--- src/rtl/kpi_pkg.sv ---
// Shared types, sizes and codes for the keyframe path interpolator.
// Used by every module under rtl; depends on nothing.
package kpi_pkg;

  localparam int MAX_SEGMENTS = 16;

  localparam int COORD_W  = 12;
  localparam int DUR_W    = 16;
  localparam int QTIME_W  = 32;
  localparam int FUNC_W   = 2;
  localparam int STATUS_W = 2;

  localparam int SEG_IDX_W = (MAX_SEGMENTS > 1) ? $clog2(MAX_SEGMENTS) : 1;
  localparam int COUNT_W   = $clog2(MAX_SEGMENTS + 1);
  // Sum of all segment durations never exceeds MAX_SEGMENTS * 65535.
  localparam int TOTAL_W   = $clog2(MAX_SEGMENTS * 65535 + 1);
  // |end - start| * time within a segment.
  localparam int PROD_W    = COORD_W + DUR_W;
  localparam int DIVD_W    = QTIME_W;
  localparam int DCNT_W    = $clog2(DIVD_W);

  localparam logic [FUNC_W-1:0] FN_CLEAR  = 2'd0;
  localparam logic [FUNC_W-1:0] FN_APPEND = 2'd1;
  localparam logic [FUNC_W-1:0] FN_QUERY  = 2'd2;

  localparam logic [STATUS_W-1:0] ST_OK       = 2'd0;
  localparam logic [STATUS_W-1:0] ST_FULL     = 2'd1;
  localparam logic [STATUS_W-1:0] ST_ZERO_DUR = 2'd2;
  localparam logic [STATUS_W-1:0] ST_EMPTY    = 2'd3;

  typedef struct packed {
    logic [FUNC_W-1:0]  func;
    logic [COORD_W-1:0] start_x;
    logic [COORD_W-1:0] start_y;
    logic [COORD_W-1:0] end_x;
    logic [COORD_W-1:0] end_y;
    logic [DUR_W-1:0]   duration;
    logic [QTIME_W-1:0] query_time;
  } in_item_t;

  typedef struct packed {
    logic [COORD_W-1:0]  pos_x;
    logic [COORD_W-1:0]  pos_y;
    logic [STATUS_W-1:0] status;
  } out_item_t;

  typedef struct packed {
    logic [COORD_W-1:0] sx;
    logic [COORD_W-1:0] sy;
    logic [COORD_W-1:0] ex;
    logic [COORD_W-1:0] ey;
    logic [DUR_W-1:0]   dur;
  } seg_t;

  typedef struct packed {
    logic               start;
    logic [DIVD_W-1:0]  dividend;
    logic [TOTAL_W-1:0] divisor;
  } div_req_t;

  typedef struct packed {
    logic               done;
    logic [DIVD_W-1:0]  quotient;
    logic [TOTAL_W-1:0] remainder;
  } div_rsp_t;

  typedef enum logic [2:0] {
    S_IDLE,
    S_MOD_GO,
    S_MOD_WAIT,
    S_WALK,
    S_MUL,
    S_DIV_GO,
    S_DIV_WAIT
  } state_t;

endpackage

--- src/rtl/kpi_divider.sv ---
// Restoring unsigned divider, one quotient bit per cycle.
// Depends on kpi_pkg for widths and the request/response structs.
module kpi_divider (
  input  logic               clk,
  input  logic               rst,
  input  kpi_pkg::div_req_t  req,
  output kpi_pkg::div_rsp_t  rsp
);
  import kpi_pkg::*;

  logic               running;
  logic               done;
  logic [DCNT_W-1:0]  cnt;
  logic [DIVD_W-1:0]  quo;
  logic [TOTAL_W-1:0] rem;
  logic [TOTAL_W-1:0] divisor;
  logic [TOTAL_W:0]   trial;
  logic [TOTAL_W:0]   diff;

  assign trial = {rem, quo[DIVD_W-1]};
  assign diff  = trial - {1'b0, divisor};

  always_ff @(posedge clk) begin
    if (rst) begin
      running <= 1'b0;
      done    <= 1'b0;
    end else begin
      done <= 1'b0;
      if (req.start) begin
        running <= 1'b1;
        cnt     <= '0;
        quo     <= req.dividend;
        rem     <= '0;
        divisor <= req.divisor;
      end else if (running) begin
        // Subtract when the shifted remainder covers the divisor.
        if (!diff[TOTAL_W]) begin
          rem <= diff[TOTAL_W-1:0];
          quo <= {quo[DIVD_W-2:0], 1'b1};
        end else begin
          rem <= trial[TOTAL_W-1:0];
          quo <= {quo[DIVD_W-2:0], 1'b0};
        end
        cnt <= cnt + 1'b1;
        if (cnt == DCNT_W'(DIVD_W - 1)) begin
          running <= 1'b0;
          done    <= 1'b1;
        end
      end
    end
  end

  assign rsp.done      = done;
  assign rsp.quotient  = quo;
  assign rsp.remainder = rem;

endmodule

--- src/rtl/kpi_seg_table.sv ---
// Segment table: one write port, one registered read port.
// Depends on kpi_pkg for the segment record and index width.
module kpi_seg_table (
  input  logic                          clk,
  input  logic                          wr_en,
  input  logic [kpi_pkg::SEG_IDX_W-1:0] wr_addr,
  input  kpi_pkg::seg_t                 wr_data,
  input  logic                          rd_en,
  input  logic [kpi_pkg::SEG_IDX_W-1:0] rd_addr,
  output kpi_pkg::seg_t                 rd_data
);
  import kpi_pkg::*;

  seg_t mem [MAX_SEGMENTS];

  always_ff @(posedge clk) begin
    if (wr_en) begin
      mem[wr_addr] <= wr_data;
    end
  end

  always_ff @(posedge clk) begin
    if (rd_en) begin
      rd_data <= mem[rd_addr];
    end
  end

endmodule

--- src/rtl/keyframe_path_interpolator.sv ---
// Keyframe path interpolator: looping path of straight segments, queried by time.
// Clear, append, ignored and empty-path query transfers strobe a result in the next cycle.
// A query holds busy through the modulo, the walk to its segment, and a multiply and
// a divide per axis; the done strobe comes in the cycle in which busy drops.
// The modulo and both divisions share the 32-step restoring divider; the receiver cannot stall.
// Synchronous active-high reset empties the path; table contents stay undefined until appended.
module keyframe_path_interpolator (
  input  logic               clk,
  input  logic               rst,
  input  logic               start,
  output logic               busy,
  input  kpi_pkg::in_item_t  cmd,
  output logic               done,
  output kpi_pkg::out_item_t result
);
  import kpi_pkg::*;

  state_t state, state_next;

  // Path bookkeeping.
  logic [COUNT_W-1:0]   seg_count;
  logic [TOTAL_W-1:0]   total;

  // Query working registers.
  logic [QTIME_W-1:0]   qtime;
  logic [TOTAL_W-1:0]   t_rem;
  logic [SEG_IDX_W-1:0] idx;
  seg_t                 seg;
  logic                 axis;      // 0 while working on x, 1 on y
  logic [PROD_W-1:0]    prod;
  logic                 neg;
  logic [COORD_W-1:0]   x_res;

  // Shared units.
  div_req_t             div_req;
  div_rsp_t             div_rsp;
  logic                 wr_en;
  seg_t                 wr_data;
  logic                 rd_en;
  logic [SEG_IDX_W-1:0] rd_addr;
  seg_t                 rd_data;

  logic                 accept;
  logic                 full;
  logic                 empty;
  logic                 advance;
  logic [COORD_W-1:0]   base;
  logic [COORD_W-1:0]   target;
  logic [COORD_W:0]     delta;
  logic [COORD_W:0]     delta_neg;
  logic [COORD_W-1:0]   mag;
  logic [COORD_W-1:0]   quot;
  logic [COORD_W-1:0]   coord;

  assign accept  = start && !busy;
  assign busy    = (state != S_IDLE);
  assign full    = (seg_count >= COUNT_W'(MAX_SEGMENTS));
  assign empty   = (seg_count == '0) || (total == '0);
  // Step past the segment while the remaining time strictly exceeds its duration.
  assign advance = (t_rem > TOTAL_W'(rd_data.dur));

  // Signed span of the active axis, split into magnitude and sign for the divider.
  assign base      = axis ? seg.sy : seg.sx;
  assign target    = axis ? seg.ey : seg.ex;
  assign delta     = {1'b0, target} - {1'b0, base};
  assign delta_neg = -delta;
  assign mag       = delta[COORD_W] ? delta_neg[COORD_W-1:0] : delta[COORD_W-1:0];
  // Quotient magnitude never exceeds the span, so the low bits carry it all.
  assign quot      = div_rsp.quotient[COORD_W-1:0];
  assign coord     = neg ? (base - quot) : (base + quot);

  assign wr_data.sx  = cmd.start_x;
  assign wr_data.sy  = cmd.start_y;
  assign wr_data.ex  = cmd.end_x;
  assign wr_data.ey  = cmd.end_y;
  assign wr_data.dur = cmd.duration;

  kpi_seg_table u_table (
    .clk     (clk),
    .wr_en   (wr_en),
    .wr_addr (seg_count[SEG_IDX_W-1:0]),
    .wr_data (wr_data),
    .rd_en   (rd_en),
    .rd_addr (rd_addr),
    .rd_data (rd_data)
  );

  kpi_divider u_div (
    .clk (clk),
    .rst (rst),
    .req (div_req),
    .rsp (div_rsp)
  );

  always_ff @(posedge clk) begin
    if (rst) begin
      state <= S_IDLE;
    end else begin
      state <= state_next;
    end
  end

  // Sequencer: next state and unit controls.
  always_comb begin
    state_next       = state;
    wr_en            = 1'b0;
    rd_en            = 1'b0;
    rd_addr          = idx;
    div_req.start    = 1'b0;
    div_req.dividend = qtime;
    div_req.divisor  = total;
    case (state)
      S_IDLE: begin
        if (accept) begin
          if (cmd.func == FN_APPEND) begin
            wr_en = !full && (cmd.duration != '0);
          end else if (cmd.func == FN_QUERY && !empty) begin
            state_next = S_MOD_GO;
          end
        end
      end
      S_MOD_GO: begin
        div_req.start = 1'b1;
        state_next    = S_MOD_WAIT;
      end
      S_MOD_WAIT: begin
        if (div_rsp.done) begin
          // Fetch the first segment while the remainder lands.
          rd_en      = 1'b1;
          rd_addr    = '0;
          state_next = S_WALK;
        end
      end
      S_WALK: begin
        if (advance) begin
          rd_en   = 1'b1;
          rd_addr = idx + 1'b1;
        end else begin
          state_next = S_MUL;
        end
      end
      S_MUL: begin
        state_next = S_DIV_GO;
      end
      S_DIV_GO: begin
        div_req.start    = 1'b1;
        div_req.dividend = DIVD_W'(prod);
        div_req.divisor  = TOTAL_W'(seg.dur);
        state_next       = S_DIV_WAIT;
      end
      S_DIV_WAIT: begin
        if (div_rsp.done) begin
          state_next = axis ? S_IDLE : S_MUL;
        end
      end
      default: begin
        state_next = S_IDLE;
      end
    endcase
  end

  // Datapath and result register.
  always_ff @(posedge clk) begin
    if (rst) begin
      done      <= 1'b0;
      seg_count <= '0;
      total     <= '0;
    end else begin
      done <= 1'b0;
      case (state)
        S_IDLE: begin
          if (accept) begin
            result.pos_x  <= '0;
            result.pos_y  <= '0;
            result.status <= ST_OK;
            case (cmd.func)
              FN_CLEAR: begin
                seg_count <= '0;
                total     <= '0;
                done      <= 1'b1;
              end
              FN_APPEND: begin
                if (full) begin
                  result.status <= ST_FULL;
                end else if (cmd.duration == '0) begin
                  result.status <= ST_ZERO_DUR;
                end else begin
                  seg_count <= seg_count + 1'b1;
                  total     <= total + TOTAL_W'(cmd.duration);
                end
                done <= 1'b1;
              end
              FN_QUERY: begin
                if (empty) begin
                  result.status <= ST_EMPTY;
                  done          <= 1'b1;
                end else begin
                  qtime <= cmd.query_time;
                end
              end
              default: begin
                // Unused selector: no state change, plain ok result.
                done <= 1'b1;
              end
            endcase
          end
        end
        S_MOD_WAIT: begin
          if (div_rsp.done) begin
            t_rem <= div_rsp.remainder;
            idx   <= '0;
          end
        end
        S_WALK: begin
          if (advance) begin
            t_rem <= t_rem - TOTAL_W'(rd_data.dur);
            idx   <= idx + 1'b1;
          end else begin
            seg  <= rd_data;
            axis <= 1'b0;
          end
        end
        S_MUL: begin
          // Remaining time is within this segment, so it fits a duration.
          prod <= PROD_W'(mag) * PROD_W'(t_rem[DUR_W-1:0]);
          neg  <= delta[COORD_W];
        end
        S_DIV_WAIT: begin
          if (div_rsp.done) begin
            if (!axis) begin
              x_res <= coord;
              axis  <= 1'b1;
            end else begin
              result.pos_x  <= x_res;
              result.pos_y  <= coord;
              result.status <= ST_OK;
              done          <= 1'b1;
            end
          end
        end
        default: begin
        end
      endcase
    end
  end

endmodule
--- config.mk ---
export PLATFORM = sky130hd
export DESIGN_NAME = keyframe_path_interpolator
export DESIGN_NICKNAME = d
export VERILOG_FILES = /design/src/rtl/kpi_pkg.sv /design/src/rtl/kpi_divider.sv /design/src/rtl/kpi_seg_table.sv /design/src/rtl/keyframe_path_interpolator.sv
export SDC_FILE = /design/constraint.sdc
export NUM_CORES = 2
export LEC_CHECK = 0
export BUFFER_PORTS_ARGS = -buffer_cell sky130_fd_sc_hd__buf_4
export CORE_ASPECT_RATIO = 1.2
export CORE_MARGIN = 3
export CORE_UTILIZATION = 56
export CTS_CLUSTER_DIAMETER = 40
export DETAILED_ROUTE_END_ITERATION = 10
export HOLD_SLACK_MARGIN = 0.12
export PLACE_DENSITY = 0.72
export RECOVER_POWER = 50
export SLEW_MARGIN = 0
export SYNTH_ARGS = -nofsm -noshare
export SYNTH_HDL_FRONTEND = slang
export SYNTH_SLANG_ARGS = --single-unit
--- constraint.sdc ---
create_clock -name clk -period 10.1 [get_ports clk]
set_clock_uncertainty 0.05 [all_clocks]
set_input_delay 1.01 -clock clk [delete_from_list [all_inputs] [get_ports clk]]
set_output_delay 1.01 -clock clk [all_outputs]
set_load 0.02 [all_outputs]
; ---- Yosys cells after proc, flatten, opt, wreduce, memory -nomap -nowiden
; Memory sizes are Yosys's and may differ from the RTL's. A register that Yosys moved wholly into a read port is not among the register bits.
; Cells that the tools add are included.
[totals]
register_bits = 296
ram_bits = 1024
word_cells = 157
latchBits = 0
romBits = 0
memories = 1
[mem_list]
columns = memory, words, width, read_ports, rd_clocked_by_memory_dff, wr, line
row1 = u_table.mem, 16, 64, 1, 1, 1, kpi_seg_table.sv:14  ; seg_t mem [MAX_SEGMENTS];
[op_classes]
bitwise = 5
n_lt_le_gt_ge = 2
n_mul = 1
div = 0
reduce_logical = 32
shifts = 0
muxes = 61
n_eq_ne = 19
n_addsub = 10
[op_table]
columns = operator, n
row1 = 20-bit two-way mux, 6
row2 = 20-bit one-hot mux with 2 select lines, 2
row3 = 26-bit two-way mux, 3
row4 = 32-bit two-way mux, 2
row5 = 52-bit two-way mux, 1
row6 = 26-bit one-hot mux with 2 select lines, 1
row7 = 12-bit two-way mux, 4
row8 = 12-bit by 16-bit multiplier with 28-bit output, 1
row9 = 3-bit two-way mux, 7
row10 = 3-bit one-hot mux with 7 select lines, 1
row11 = 21-bit by 20-bit subtractor with 21-bit output, 1
row12 = 20-bit by 16-bit adder with 20-bit output, 1
row13 = 20-bit by 16-bit > comparator with 1-bit output, 1
row14 = 20-bit logical NOT, 1
row15 = 1-bit two-way mux, 20
row16 = 20-bit by 16-bit subtractor with 20-bit output, 1
row17 = 16-bit logical NOT, 1
row18 = 2-bit != test (second input constant), 8
row19 = 16-bit nonzero test, 1
row20 = 5-bit two-way mux, 3
row21 = 5-bit AND reduction, 3
row22 = 12-bit by 12-bit subtractor with 13-bit output, 1
row23 = 12-bit adder, 1
row24 = 12-bit negator, 1
row25 = other kinds (32), 58

; ---- Longest topological paths before layout
[depth]
word_depth = 8
mapped_depth = 37

; ---- Modules after synthesis
; A second synthesis with hierarchy kept.
[hier_totals]
cells_unflattened = 3764
area_unflattened_um2 = 62718.9
[by_module_without_submodules]
columns = mod, area_each_um2, n_inst, seq_area_each_um2, cells_per_inst
row1 = kpi_seg_table, 40222.3, 1, 32671.3, 1647
row2 = keyframe_path_interpolator, 18098.6, 1, 6226.0, 1742
row3 = kpi_divider, 4398.0, 1, 2352.3, 375

; ---- Worst setup path before layout
; OpenSTA, ideal clock, no wires.
[synth_timing]
path_type = register to register
start = register axis
end = register prod[26], data pin
arrival_time_ns = 8.532
synth_period_minus_slack_ns = 8.844
setup_ns = 0.262
stages_incl_launch_ff = 35
n_path_buf = 4
slack_ns = 1.256
cell_sequence = edfxtp_1 -> clkbuf_1 -> buf_1 -> mux2i_1 -> ha_1 -> inv_1 -> fa_1 -> a21o_1 -> a21oi_2 -> o21ai_1 -> a21o_1 -> a2111o_1 -> a21oi_1 -> clkbuf_1 -> o21ai_0 -> xnor2_1 -> clkbuf_1 -> nand2_1 -> fa_1 -> inv_1 -> fa_1 -> inv_1 -> fa_1 -> inv_1 -> fa_1 -> fa_1 -> ha_1 -> a21o_1 -> a21o_1 -> a21o_1 -> a21o_1 -> a41o_1 -> a41oi_1 -> o21bai_1 -> xor2_1
[synth_via]
elab_cells_between_ends = 6
[synth_lines]
columns = element, line
row1 = from (decl), keyframe_path_interpolator.sv:29  ; logic axis;
row2 = from (signal assigned), keyframe_path_interpolator.sv:220  ; axis <= 1'b0;
row3 = from (signal assigned), keyframe_path_interpolator.sv:232  ; axis <= 1'b1;
row4 = "12-bit two-way mux, on equally long branches", "keyframe_path_interpolator.sv:64, keyframe_path_interpolator.sv:63"
row5 = 12-bit by 12-bit subtractor with 13-bit output (*), keyframe_path_interpolator.sv:65  ; assign delta = {1'b0, target} - {1'b0, base};
row6 = via delta[12], keyframe_path_interpolator.sv:49  ; logic [COORD_W:0] delta;
row7 = 12-bit two-way mux (*), keyframe_path_interpolator.sv:67  ; assign mag = delta[COORD_W] ? delta_neg[COORD_W-1:0] : delta[COORD_W-1:0];
row8 = 12-bit by 16-bit multiplier with 28-bit output (*), keyframe_path_interpolator.sv:225  ; prod <= PROD_W'(mag) * PROD_W'(t_rem[DUR_W-1:0]);
row9 = to (signal assigned), keyframe_path_interpolator.sv:225
row10 = to (decl), keyframe_path_interpolator.sv:30  ; logic [PROD_W-1:0] prod;
; The timed path passes the listed nets; every way through them passes the cells marked *.
; A chain may end at the register's enable or synchronous reset.

; ---- Worst setup path in the final report
[layout_timing]
start = register axis
end = register prod[27], data pin
[layout_via]
elab_chain_cells = 5
elab_cells_between_ends = 6
[layout_rtl]
columns = element, line
row1 = "12-bit two-way mux, on equally long branches", "keyframe_path_interpolator.sv:64, keyframe_path_interpolator.sv:63"
row2 = 12-bit by 12-bit subtractor with 13-bit output (*), keyframe_path_interpolator.sv:65
row3 = 12-bit negator, keyframe_path_interpolator.sv:66  ; assign delta_neg = -delta;
row4 = 12-bit two-way mux (*), keyframe_path_interpolator.sv:67
row5 = 12-bit by 16-bit multiplier with 28-bit output (*), keyframe_path_interpolator.sv:225
; Every way passes the cells marked *; elsewhere a longest branch is shown, timed or not.

==> reports/results.txt <==
Layout cells sized above 1 - 0.0911
Critical-path top delay cell - a21oi_1
Hold_sp - u_table.rd_data[30]
First-pass GRT wire length - 244000 µm
Fillers - 8388
Part of the power in combinational logic - 0.047
Post-DR vias/cell - 5.97
Max stage delay on crit path - 0.68 ns
Root Buffer - clkbuf_16
Post-synthesis cell type with the largest combined area - edfxtp_1
Tmin final - 9.38 ns
FF+latch count, synth - 1384
Setup WS pre-CTS - 0.789 ns
Die Height - 376 µm
Max-Cap Viols - 6
Post-route ant nets - 0
Mapped Cells - 5213
Lkg Pwr - 0.0256 µW
DR pass1 iterations - 8
Postcts setup bufs - 0
Total gr overflow - 0
Nets - 5709
Yosys cell types - 71
R2R depth - 31
Die X - 314 µm
Routability Congestion - 0.902
Wire per inst - 23.4 µm
Top cells by area, synth - edfxtp_1 64%, nand2_1 7.2%, fa_1 4.5%
Syn. warnings - 0
Initial Utilization - 0.565
Final max-slew violation count - 254
Clock power share - 0.439
Register area share after synthesis - 0.646
Status - finished, violations left
Worst-skew pair later-pin latency - 0.78 ns
Antenna violations before repair - 16
PnR worst setup slack - 0.720 ns
Hold EP - seg[30]
Crit path DAT - 9.85 ns
Largest net degree at the start of global routing - 211
Mean Syn Cell Area - 12.3 µm²
Commonest non-fill, non-tap cell in the layout - edfxtp_1
Worst Hold Class - flip-flop to flip-flop
Final hold violations - 0
Slew of the pin with the lowest slew margin - 2.85 ns
Peak supply drop - 164 µV
Final setup viols - 0
Top achievable clock speed - 107 MHz
Internal reg-to-reg setup slack - 0.72 ns
Met1 WL - 63200 µm
Worst Path Required - 10.57 ns
DP HPWL - 93000 µm
Metal2 WL - 78600 µm
Top layer in use - met5
Switching Share - 0.226
CP most frequent cell - fa_1
Sink Count - 1384
Post-synth ARST share - 0
Kind of end point of the critical path - flip-flop
H-tree depth - 4
Most frequent cells in the layout - 1353 x edfxtp_1, 1227 x nand2_1, 461 x a21oi_1
Gr usage total - 0.273
Row count - 135
Longest Clk Path Bufs - 3
Number of global-route vias before repair - 40.4k
Post-Syn Area - 0.0639 mm²
Synth top area share - 0.636
Io pins - 129
IO Port Bufs - 128
Core area - 0.113 mm²
Worst Path Max Fanout - 16
Slew headroom - -0.901
Critical path type - flip-flop to flip-flop
Int Power - 9530 µW
Critical Path Source Type - flip-flop
CTS Hold Buffers Added - 0
Area Overhead vs Synth - 11.1%
Reg-to-Reg End - prod[27]
Vias post-DR - 41.5k
Synthesized net count - 5612
DRC marker count from the first detailed-route iteration - 4925
Die ar. - 0.118 mm²
Psw - 2780 µW
Hold depth - 0
Pwr/cell area - 174 mW/mm²
Routed wire length - 162000 µm
Failing checks - capacitance limit, slew limit
Post-route core utilization - 0.628
Metal3 WL - 14300 µm
Clock transition at path regs - 0.06 ns
CTS tree - built
RSZ-0062 raised after global routing - no
CTS buffer count - 153
R2r startpoint - axis
Total negative slack - 0 ns
Flop pwr share - 0.514
Synth Flop Type - edfxtp_1
DRC viols - 0
Final Cycle Share - 0.929
CTS resizes - 0
Number of synthesized flops with an enable pin - 1353
[worst max path at each step]
stage                     from  slack [ns]  endpoint
after global placement    axis         1.0  prod[27]
after CTS                 axis        0.75  prod[27]
after detailed placement  axis        0.79  prod[27]
after global routing      axis        0.10  prod[27]
after floorplan           axis        1.26  prod[26]
final                     axis        0.72  prod[27]
[metrics by stage]
| step | cell area (µm²) | std cells | power [µW] | hold slack (ns) |
|---|---|---|---|---|
| 6_report | 70900 | 6950 | 12300 | 0.362 |
| 5_1_grt | 70900 | 6945 | 12700 | 0.348 |
| 3_3_place_gp | 66400 | 6662 | 7030 | 0.350 |
| 3_5_place_dp | 66400 | 6662 | 7040 | 0.356 |
| 2_1_floorplan | 63900 | 5213 | 6800 | 0.350 |
| 4_1_cts | 71300 | 6942 | 12400 | 0.310 |
[cell families (layout without fill, tap and decap cells)]
group / Yosys count / in the layout / share of synthesized area
AND/OR/NAND/NOR: 2113 / 2113 / 0.154
flip-flops: 1384 / 1384 / 0.646
AO/OA/AOI/OAI: 705 / 705 / 0.0625
buffers and inverters: 528 / 750 / 0.0344
adder cells (fa/ha/maj): 298 / 298 / 0.0754
XOR/XNOR: 99 / 99 / 0.0136
multiplexers: 86 / 86 / 0.0141
other: 0 / 8 / 0
[per-layer routing]
layer	up-vias	global-route usage
li1	18600	-
met1	20500	0.362
met4	10	0.115
met2	1950	0.447
met5	-	0
met3	349	0.0503
[critical path, delay by kind of cell (launching register included)]
family                   cells  cell delay (ns)
flip-flops                   1             0.52
XOR/XNOR                     2             0.34
buffers and inverters        6             0.78
adder cells (fa/ha/maj)      8             3.48
AO/OA/AOI/OAI               11             3.29
multiplexers                 1             0.25
AND/OR/NAND/NOR              3             0.40
[cell type report]
class,instances,area [µm²],area share
Tap cell,1507,1890,0.0266
Inverter,266,1010,0.0143
Clock inverter,103,1020,0.0144
Clock buffer,177,3920,0.0553
Multi-Input combinational cell,3301,20600,0.290
Sequential cell,1384,41200,0.582
Timing Repair Buffer,204,1220,0.0173
Antenna cell,8,20.0,0.000282
[state kept, by name (all words and copies together) (netlist names)]
register	flops
axis	1
done	1
idx	4
neg	1
prod	28
qtime	32
result	26
seg	64
seg_count	5
state	3
t_rem	20
total	20
u_div.cnt	5
u_div.divisor	20
u_div.done	1
u_div.quo	32
u_div.rem	20
u_div.running	1
u_table.mem	1024
u_table.rd_data	64
x_res	12
[synthesized netlist by cell type (61+ instances only)]
library cell	n
a21oi_1	461
nor2b_1	61
inv_1	263
o21ai_0	88
nand2_1	1227
nor2_1	140
edfxtp_1	1353
and2_1	64
nand3_1	285
fa_1	145
xnor2_1	62
nor3_1	122
nor4_2	64
ha_1	153
clkbuf_1	140
buf_2	92
[power by group through the flow]
stage	Clock [µW]	Sequential (µW)	Combinational [µW]
after floorplan	0	6460	343
after global placement	0	6450	579
after CTS	5470	6330	594
after detailed placement	0	6450	590
after global routing	5700	6330	628
final	5400	6330	578
No activity file was read; power rests on OpenSTA's default activity.
